--- src/szpd_pkg.sv ---
// Shared types and constants for the smoothed z-score peak detector.
// No dependencies; used by szpd_mul_unit and the top level.
package szpd_pkg;

  // Default window length
  localparam int LAG_DEFAULT = 10;

  // Shared multiplier: A is fed in chunks of A_W bits, B is up to B_W bits.
  // Sized for the longest window (64): two A chunks cover every operand.
  localparam int A_W   = 24;
  localparam int B_W   = 32;
  localparam int P_W   = A_W + B_W;
  localparam int ACC_W = 2 * A_W + B_W;

  // Configuration register indexes (address bit 2)
  localparam logic REG_THRESHOLD = 1'b0;
  localparam logic REG_INFLUENCE = 1'b1;

  localparam int THR_W = 12;
  localparam int INF_W = 9;
  localparam logic [THR_W-1:0] THRESHOLD_RESET = 12'd640;
  localparam logic [INF_W-1:0] INFLUENCE_RESET = 9'd205;
  localparam logic [INF_W-1:0] INFLUENCE_FULL  = 9'd256;

  // Command to the shared multiplier
  typedef struct packed {
    logic en;  // perform a pass this cycle
    logic hi;  // 1: add product shifted by A_W, 0: load product
  } mul_ctrl_t;

endpackage

--- src/szpd_mul_unit.sv ---
// Shared multiply-accumulate unit of the peak detector.
// One A_W x B_W multiplier; a two-pass op forms a 2*A_W x B_W product.
// Depends on szpd_pkg.
module szpd_mul_unit (
  input  logic                          clk,
  input  szpd_pkg::mul_ctrl_t           ctrl,
  input  logic [szpd_pkg::A_W-1:0]      a,
  input  logic [szpd_pkg::B_W-1:0]      b,
  output logic [szpd_pkg::ACC_W-1:0]    acc
);
  import szpd_pkg::*;

  logic [P_W-1:0] prod;

  assign prod = P_W'(a) * P_W'(b);

  // low pass loads, high pass adds the upper partial product
  always_ff @(posedge clk) begin
    if (ctrl.en) begin
      if (ctrl.hi) begin
        acc <= acc + (ACC_W'(prod) << A_W);
      end else begin
        acc <= ACC_W'(prod);
      end
    end
  end

endmodule

--- src/smoothed_zscore_peak_detector_unit.sv ---
// Smoothed z-score peak detector: one signed 16-bit sample in, one signal out.
// Depends on szpd_pkg and szpd_mul_unit.
//
// Each sample item gives one result item (peak_signal +1/-1/0, warming_up).
// The first LAG samples fill the window and take only the filter, square and
// done steps; later samples run the whole sequence of passes through the
// one shared 24x32 multiplier (window sum squared, scaled square sum, threshold
// squared and scaled, variance product, deviation squared and scaled, blend,
// and the two squares for the running sum of squares). A finished result waits
// in an output register; the next sample is taken meanwhile and stalls only in
// its done step if the previous result is still untaken. The window ring is a
// LAG-entry memory with one write and one registered read port. Registers at
// byte 0 (threshold, Q4.8) and byte 4 (influence, Q1.8) of the APB port.
module smoothed_zscore_peak_detector_unit #(
  parameter int LAG = szpd_pkg::LAG_DEFAULT
) (
  input  logic               clk,
  input  logic               rst,
  // sample channel
  input  logic               in_valid,
  output logic               in_ready,
  input  logic signed [15:0] sample,
  // result channel
  output logic               out_valid,
  input  logic               out_ready,
  output logic signed [1:0]  peak_signal,
  output logic               warming_up,
  // configuration port
  input  logic               psel,
  input  logic               penable,
  input  logic               pwrite,
  input  logic [2:0]         paddr,
  input  logic [31:0]        pwdata,
  output logic [31:0]        prdata,
  output logic               pready
);
  import szpd_pkg::*;

  localparam int LAG_W  = $clog2(LAG);
  localparam int FILL_W = $clog2(LAG + 1);
  localparam int SUM_W  = 16 + $clog2(LAG);
  localparam int SQ_W   = 31 + $clog2(LAG);
  localparam int D_W    = 18 + $clog2(LAG);
  localparam int CMP_W  = ACC_W + 16;
  localparam int BL_W   = 27;
  localparam logic signed [D_W-1:0] LAG_SD = D_W'(LAG);

  typedef enum logic [15:0] {
    S_IDLE   = 16'b0000_0000_0000_0001,
    S_SQS    = 16'b0000_0000_0000_0010,
    S_LSS_LO = 16'b0000_0000_0000_0100,
    S_LSS_HI = 16'b0000_0000_0000_1000,
    S_T2     = 16'b0000_0000_0001_0000,
    S_TL     = 16'b0000_0000_0010_0000,
    S_RHS_LO = 16'b0000_0000_0100_0000,
    S_RHS_HI = 16'b0000_0000_1000_0000,
    S_D2     = 16'b0000_0001_0000_0000,
    S_LHS_LO = 16'b0000_0010_0000_0000,
    S_LHS_HI = 16'b0000_0100_0000_0000,
    S_BLEND  = 16'b0000_1000_0000_0000,
    S_FILT   = 16'b0001_0000_0000_0000,
    S_FSQ    = 16'b0010_0000_0000_0000,
    S_OSQ    = 16'b0100_0000_0000_0000,
    S_DONE   = 16'b1000_0000_0000_0000
  } state_t;

  state_t state, state_next;

  // configuration
  logic [THR_W-1:0] threshold;
  logic [INF_W-1:0] influence;

  // window state
  logic signed [15:0]      ring [LAG];
  logic signed [15:0]      ring_q;
  logic [LAG_W-1:0]        ring_position;
  logic signed [SUM_W-1:0] window_sum;
  logic [SQ_W-1:0]         window_square_sum;
  logic signed [15:0]      previous_filtered;
  logic [FILL_W-1:0]       fill_count;

  // per-item working registers
  logic signed [15:0]      y;
  logic                    warm;
  logic signed [D_W-1:0]   d;
  logic [2*A_W-1:0]        s2;
  logic [2*A_W-1:0]        var_w;
  logic [B_W-1:0]          tl;
  logic [ACC_W-1:0]        rhs;
  logic [2*A_W-1:0]        d2;
  logic                    flagged;
  logic signed [15:0]      f;
  logic [B_W-1:0]          fsq;

  // shared multiplier
  mul_ctrl_t        mul_ctrl;
  logic [A_W-1:0]   mul_a;
  logic [B_W-1:0]   mul_b;
  logic [ACC_W-1:0] acc;

  szpd_mul_unit u_mul (
    .clk  (clk),
    .ctrl (mul_ctrl),
    .a    (mul_a),
    .b    (mul_b),
    .acc  (acc)
  );

  // derived values
  logic                    accept;
  logic                    commit;
  logic [SUM_W-1:0]        sum_mag;
  logic [2*A_W-1:0]        ss_wide;
  logic [D_W-1:0]          d_mag;
  logic signed [16:0]      diff;
  logic [16:0]             diff_mag;
  logic [INF_W-1:0]        inf_eff;
  logic signed [15:0]      old;
  logic [15:0]             f_mag;
  logic [15:0]             old_mag;
  logic signed [BL_W-1:0]  blend_sum;
  logic signed [BL_W-1:0]  blend_prod;

  assign accept   = in_valid && in_ready;
  assign in_ready = (state == S_IDLE);
  assign commit   = (state == S_DONE) && (!out_valid || out_ready);

  assign sum_mag  = window_sum[SUM_W-1] ? $unsigned(-window_sum) : $unsigned(window_sum);
  assign ss_wide  = (2*A_W)'(window_square_sum);
  assign d_mag    = d[D_W-1] ? $unsigned(-d) : $unsigned(d);
  assign diff     = 17'(y) - 17'(previous_filtered);
  assign diff_mag = diff[16] ? $unsigned(-diff) : $unsigned(diff);
  assign inf_eff  = (influence > INFLUENCE_FULL) ? INFLUENCE_FULL : influence;
  assign old      = warm ? 16'sd0 : ring_q;
  assign f_mag    = f[15] ? $unsigned(-f) : $unsigned(f);
  assign old_mag  = old[15] ? $unsigned(-old) : $unsigned(old);

  // blend: prev*256 + influence*(y - prev) + 128, then floor by 256
  assign blend_prod = diff[16] ? -$signed({3'b000, acc[A_W-1:0]})
                               : $signed({3'b000, acc[A_W-1:0]});
  assign blend_sum  = $signed({{3{previous_filtered[15]}}, previous_filtered, 8'h00})
                    + blend_prod + BL_W'(128);

  // sequencer
  always_comb begin
    state_next = state;
    case (state)
      S_IDLE:   if (accept) state_next = (fill_count < FILL_W'(LAG)) ? S_FILT : S_SQS;
      S_SQS:    state_next = S_LSS_LO;
      S_LSS_LO: state_next = S_LSS_HI;
      S_LSS_HI: state_next = S_T2;
      S_T2:     state_next = S_TL;
      S_TL:     state_next = S_RHS_LO;
      S_RHS_LO: state_next = S_RHS_HI;
      S_RHS_HI: state_next = S_D2;
      S_D2:     state_next = S_LHS_LO;
      S_LHS_LO: state_next = S_LHS_HI;
      S_LHS_HI: state_next = S_BLEND;
      S_BLEND:  state_next = S_FILT;
      S_FILT:   state_next = S_FSQ;
      S_FSQ:    state_next = S_OSQ;
      S_OSQ:    state_next = S_DONE;
      S_DONE:   if (commit) state_next = S_IDLE;
      default:  state_next = S_IDLE;
    endcase
  end

  always_ff @(posedge clk) begin
    if (rst) begin
      state <= S_IDLE;
    end else begin
      state <= state_next;
    end
  end

  // multiplier operand selection
  always_comb begin
    mul_ctrl = '0;
    mul_a    = '0;
    mul_b    = '0;
    case (state)
      S_SQS: begin
        mul_ctrl.en = 1'b1;
        mul_a       = A_W'(sum_mag);
        mul_b       = B_W'(sum_mag);
      end
      S_LSS_LO: begin
        mul_ctrl.en = 1'b1;
        mul_a       = ss_wide[A_W-1:0];
        mul_b       = B_W'(LAG);
      end
      S_LSS_HI: begin
        mul_ctrl    = '{en: 1'b1, hi: 1'b1};
        mul_a       = ss_wide[2*A_W-1:A_W];
        mul_b       = B_W'(LAG);
      end
      S_T2: begin
        mul_ctrl.en = 1'b1;
        mul_a       = A_W'(threshold);
        mul_b       = B_W'(threshold);
      end
      S_TL: begin
        mul_ctrl.en = 1'b1;
        mul_a       = acc[A_W-1:0];
        mul_b       = B_W'(LAG);
      end
      S_RHS_LO: begin
        mul_ctrl.en = 1'b1;
        mul_a       = var_w[A_W-1:0];
        mul_b       = acc[B_W-1:0];
      end
      S_RHS_HI: begin
        mul_ctrl    = '{en: 1'b1, hi: 1'b1};
        mul_a       = var_w[2*A_W-1:A_W];
        mul_b       = tl;
      end
      S_D2: begin
        mul_ctrl.en = 1'b1;
        mul_a       = A_W'(d_mag);
        mul_b       = B_W'(d_mag);
      end
      S_LHS_LO: begin
        mul_ctrl.en = 1'b1;
        mul_a       = acc[A_W-1:0];
        mul_b       = B_W'(LAG - 1);
      end
      S_LHS_HI: begin
        mul_ctrl    = '{en: 1'b1, hi: 1'b1};
        mul_a       = d2[2*A_W-1:A_W];
        mul_b       = B_W'(LAG - 1);
      end
      S_BLEND: begin
        mul_ctrl.en = 1'b1;
        mul_a       = A_W'(diff_mag);
        mul_b       = B_W'(inf_eff);
      end
      S_FSQ: begin
        mul_ctrl.en = 1'b1;
        mul_a       = A_W'(f_mag);
        mul_b       = B_W'(f_mag);
      end
      S_OSQ: begin
        mul_ctrl.en = 1'b1;
        mul_a       = A_W'(old_mag);
        mul_b       = B_W'(old_mag);
      end
      default: begin
        mul_ctrl = '0;
      end
    endcase
  end

  // capture of intermediate results
  always_ff @(posedge clk) begin
    if (accept) begin
      y       <= sample;
      warm    <= (fill_count < FILL_W'(LAG));
      flagged <= 1'b0;
    end
    case (state)
      S_SQS:    d <= LAG_SD * D_W'(y) - D_W'(window_sum);
      S_LSS_LO: s2 <= acc[2*A_W-1:0];
      S_T2:     var_w <= (acc[2*A_W-1:0] > s2) ? acc[2*A_W-1:0] - s2 : '0;
      S_RHS_LO: tl <= acc[B_W-1:0];
      S_D2:     rhs <= acc;
      S_LHS_LO: d2 <= acc[2*A_W-1:0];
      S_BLEND:  flagged <= {acc, 16'h0000} > CMP_W'(rhs);
      S_FILT:   f <= flagged ? blend_sum[23:8] : y;
      S_OSQ:    fsq <= acc[B_W-1:0];
      default: begin
      end
    endcase
  end

  // window ring: one write port, registered read at the current position
  always_ff @(posedge clk) begin
    if (commit) begin
      ring[ring_position] <= f;
    end
    ring_q <= ring[ring_position];
  end

  // window state update at the end of an item
  always_ff @(posedge clk) begin
    if (rst) begin
      ring_position     <= '0;
      window_sum        <= '0;
      window_square_sum <= '0;
      previous_filtered <= '0;
      fill_count        <= '0;
    end else if (commit) begin
      ring_position     <= (ring_position == LAG_W'(LAG - 1)) ? '0 : ring_position + 1'b1;
      window_sum        <= window_sum + SUM_W'(f) - SUM_W'(old);
      window_square_sum <= window_square_sum + SQ_W'(fsq) - SQ_W'(acc[B_W-1:0]);
      previous_filtered <= f;
      if (fill_count < FILL_W'(LAG)) begin
        fill_count <= fill_count + 1'b1;
      end
    end
  end

  // result register
  always_ff @(posedge clk) begin
    if (rst) begin
      out_valid <= 1'b0;
    end else if (commit) begin
      out_valid <= 1'b1;
    end else if (out_ready) begin
      out_valid <= 1'b0;
    end
  end

  always_ff @(posedge clk) begin
    if (commit) begin
      warming_up <= warm;
      if (flagged) begin
        peak_signal <= d[D_W-1] ? -2'sd1 : 2'sd1;
      end else begin
        peak_signal <= 2'sd0;
      end
    end
  end

  // configuration registers
  assign pready = 1'b1;

  always_ff @(posedge clk) begin
    if (rst) begin
      threshold <= THRESHOLD_RESET;
      influence <= INFLUENCE_RESET;
    end else if (psel && penable && pwrite) begin
      case (paddr[2])
        REG_THRESHOLD: threshold <= pwdata[THR_W-1:0];
        REG_INFLUENCE: influence <= pwdata[INF_W-1:0];
        default: begin
        end
      endcase
    end
  end

  always_comb begin
    case (paddr[2])
      REG_THRESHOLD: prdata = 32'(threshold);
      REG_INFLUENCE: prdata = 32'(influence);
      default:       prdata = '0;
    endcase
  end

  // checks
  a_commit_shows_result: assert property (@(posedge clk) disable iff (rst)
    commit |=> out_valid)
    else $error("result not presented after item completion");

  a_position_holds: assert property (@(posedge clk) disable iff (rst)
    !commit |=> $stable(ring_position))
    else $error("ring position moved outside item completion");

  a_warm_no_signal: assert property (@(posedge clk) disable iff (rst)
    (out_valid && warming_up) |-> (peak_signal == 2'sd0))
    else $error("signal raised during warm-up");

  a_accept_starts: assert property (@(posedge clk) disable iff (rst)
    accept |=> (state == S_SQS || state == S_FILT))
    else $error("accepted item did not start processing");

endmodule
--- config.mk ---
export PLATFORM = sky130hd
export DESIGN_NAME = smoothed_zscore_peak_detector_unit
export DESIGN_NICKNAME = d
export VERILOG_FILES = /design/src/szpd_pkg.sv /design/src/szpd_mul_unit.sv /design/src/smoothed_zscore_peak_detector_unit.sv
export SDC_FILE = /design/constraint.sdc
export NUM_CORES = 2
export LEC_CHECK = 0
export BUFFER_PORTS_ARGS = -buffer_cell sky130_fd_sc_hd__clkbuf_2
export CAP_MARGIN = 10
export CORE_MARGIN = 2
export CORE_UTILIZATION = 65
export CTS_BUF_LIST = sky130_fd_sc_hd__clkbuf_2 sky130_fd_sc_hd__clkbuf_4 sky130_fd_sc_hd__clkbuf_8
export DETAILED_ROUTE_END_ITERATION = 10
export PLACE_DENSITY = 0.82
export SLEW_MARGIN = 10
export SYNTH_ARGS = -nofsm -noshare
export SYNTH_HDL_FRONTEND = slang
export SYNTH_SLANG_ARGS = --single-unit
--- constraint.sdc ---
create_clock -name clk -period 13.9 [get_ports clk]
set_clock_uncertainty 0.15 [all_clocks]
set_input_delay 4.17 -clock clk [delete_from_list [all_inputs] [get_ports clk]]
set_output_delay 4.17 -clock clk [all_outputs]
set_load 0.01 [all_outputs]
==> metrics.csv <==
metric,value,unit
IO Port Bufs,52,
wire length per cell,23.25,um
die height,325.7,um
final setup fails,0,
kind of critical path,flop to flop,
CTS tree,done,
area delta synth->final,7.911,%
IO Count,96,
post-synthesis sequential area ratio,29.09,%
initial antenna violation count,6,
NetSw,1532,uW
Vias/cell,6.197,
asr flop ratio synth,0,%
Startpoint Class,flop,
"CTS clk-pin slew, worst paths",0.07,ns
RSZ-0062 raised after global routing,no,
fin crit period,13.40,ns
Syn Area/Cell,9.516,um^2
row count,118,
hold crit path type,flop to flop,
Final Power,5260,uW
Residual DRC,0,
"Primary FF master, synth",edfxtp_1,
total gr overflow,0,
Post-Synthesis Cells,7069,
f_max,0.07461,GHz
final net count,8473,
first-pass GRT wire length,311400,um
multi-input logic area,0.04190,mm^2
clock network power share,35.7,%
DP Wirelength,155900,um
outcome,"finished, final reports clean",
H-tree levels,3,
largest family of logic cells by synthesized area,adder cells,
vias,53830,
max-slew violation count,0,
post-synthesis cell area,0.06727,mm^2
Post-Synth Simple-Gate Area,12.89,%
P_int,3727,uW
Die X,325.7,um
Tcrit/Tclk final,96.43,%
DR pass1 iterations,8,
Layout fillers,7660,
Power Dens Cells,72.45,mW/mm^2
slowest cell on the critical path,fa_1,
MaxCap Viol Count,0,
worst ir drop on vdd,0.1053,mV
final hold vios,0,
Storage cell area,0.01957,mm^2
WP data required,14.21,ns
CTS Buffer Depth,3,
Starting Density,65.28,%
placed cells,8470,
Compound-Gate Fraction of Synth Area,12.46,%
Comb power frac,19.5,%
GP Congestion,1.046,
number of global-route vias before repair,54530,
# clock sinks,696,
Worst Path Max Fanout,21,
Die ar.,0.1061,mm^2
layout cells sized above 1,8.969,%
sequential power share,44.8,%
post-synth cell types,89,
worst-margin pin slew,1.263,ns
post-synthesis xor/xnor area fraction,4.085,%
"non-filler cells, final",8686,
Clock Root Buffer,clkbuf_8,
"EDFF count, synth",563,
Antenna Nets Post-Route,0,
GR Util All Layers,38.41,%
crit path capture type,flop,
CTS Buf Count,111,
Adder-Cell Fraction of Synth Area,30.45,%
"most used cell, CP",fa_1,
Core ar.,0.1031,mm^2
Total Routed Length,202000,um
Worst-Skew Late Latency,0.79,ns
initial drt markers,6629,
Setup TNS,0,ns
switching share of power,29.14,%
post-synthesis mux area share,1.916,%
Synth Register Bits,696,
Max-slew headroom,15.78,%
Pleak,0.03215,uW
CP Data Arrival Time,13.72,ns
largest net degree at the start of global routing,86,
Max stage delay on crit path,0.56,ns
Ys Warns,0,
-- critical path: cells and delay by family (launching register included) --
kind,cells,cell delay [ns]
DFF,1,0.49
AOI/OAI and AO/OA,20,5.05
buffers and inverters,8,1.07
and+or+nand+nor,6,0.97
adders and majority gates,11,4.89
xor gates and xnor gates,2,0.50
-- final cells by class --
class / instances / share of cell area, %
Inverter: 1308 / 6.765
Sequential cell: 696 / 26.96
Clock buffer: 162 / 2.701
Antenna cell: 3 / 0.01034
Tap cell: 1380 / 2.379
Multi-Input combinational cell: 4800 / 57.72
Clock inverter: 47 / 0.5464
Timing Repair Buffer: 290 / 2.915
-- metal layers --
layer  part of all wire, %  GRT usage [%]
met5                     0              0
met4                   6.2          19.90
met3                    13          10.02
met2                    44          58.38
met1                    37          51.08
-- layout by cell type, fill, tap and decap left out, types with 43 or more instances in the layout --
cell      count
nand2_1     828
nor2_1      435
and2_1       60
nand4_1      50
clkbuf_4     43
dfxtp_1     131
o21bai_1     47
o21a_1       43
clkbuf_2     51
nor3_1       55
fa_1        715
xnor2_1     199
inv_1      1304
clkbuf_8    119
a21oi_1     383
nand2b_1     71
nand3_1      75
a211oi_1     55
nor2b_1     114
ha_1        493
o21ai_0     227
edfxtp_1    563
xor2_1      112
a21o_1      164
buf_4       233
-- power by group through the flow --
| stage | clock network [uW] | logic, uW | registers (uW) |
|---|---|---|---|
| 2_1_floorplan | 0 | 749 | 2370 |
| 3_3_place_gp | 0 | 967 | 2400 |
| 3_5_place_dp | 0 | 990 | 2400 |
| 4_1_cts | 1880 | 1000 | 2350 |
| 5_1_grt | 1970 | 1120 | 2360 |
| 6_report | 1880 | 1020 | 2360 |
-- through the flow --
step	instance area, um^2	utilization, %	hold slack (ns)	setup slack [ns]
global placement	70140	68.06	0.2868	0.7850
global route	72590	70.43	0.3501	0.0007674
finish	72590	70.44	0.3136	0.4965
floorplan	67340	-	0.2751	1.388
detailed placement	70140	68.06	0.3004	0.6167
CTS	72500	70.35	0.3159	0.5575
-- cells by family (layout without fill, tap and decap cells) --
family	after synthesis	count (layout)
and+or+nand+nor	1901	1901
buffers and inverters	1592	1807
AOI/OAI and AO/OA	1273	1273
adders and majority gates	1208	1208
DFF	696	696
xor gates and xnor gates	312	312
muxes	85	85
other	2	24
-- cells in the mapped netlist, types with 50 or more instances --
master,instances,area (um^2)
a211oi_1,58,435.4
a21o_1,164,1231
a21oi_1,384,1922
and2_1,60,375.4
clkbuf_1,214,803.3
dfxtp_1,133,2663
edfxtp_1,563,16910
fa_1,715,14310
ha_1,493,6168
inv_1,1306,4902
nand2_1,828,3108
nand2b_1,71,444.2
nand3_1,77,385.4
nand4_1,50,312.8
nor2_1,438,1644
nor2b_1,114,713.2
nor3_1,59,295.3
o21ai_0,230,1151
xnor2_1,199,1743
xor2_1,112,980.9
-- timing repair --
action,in CTS,in global routing
hold buffers,0,0
resized for setup,0,9
setup buffers,0,3
endpoints found under the setup margin,0,10
-- flip-flops by register name (all words and copies together) (netlist names), 2 cells and up --
register and cells:
s2 48, fill_count 4, y 16, d2 24, previous_filtered 16, threshold 12
ring_q 16, window_sum 20, u_mul.acc 80, d 22, fsq 32, rhs 80
var_w 48, tl 32, ring_position 4, window_square_sum 35, f 16, ring 160
peak_signal 2, state 16, influence 9
-- final timing paths --
path / startpoint / to / slack [ns] / cells after the start
setup / recovery: y[0] / u_mul.acc[74] / 0.50 / 47
setup reg to reg: y[0] / u_mul.acc[74] / 0.50 / 47
hold reg to reg: window_sum[18] / window_sum[18] / 0.31 / 2
hold / removal: window_sum[18] / window_sum[18] / 0.31 / 2
Power figures use the tool's default switching activity.
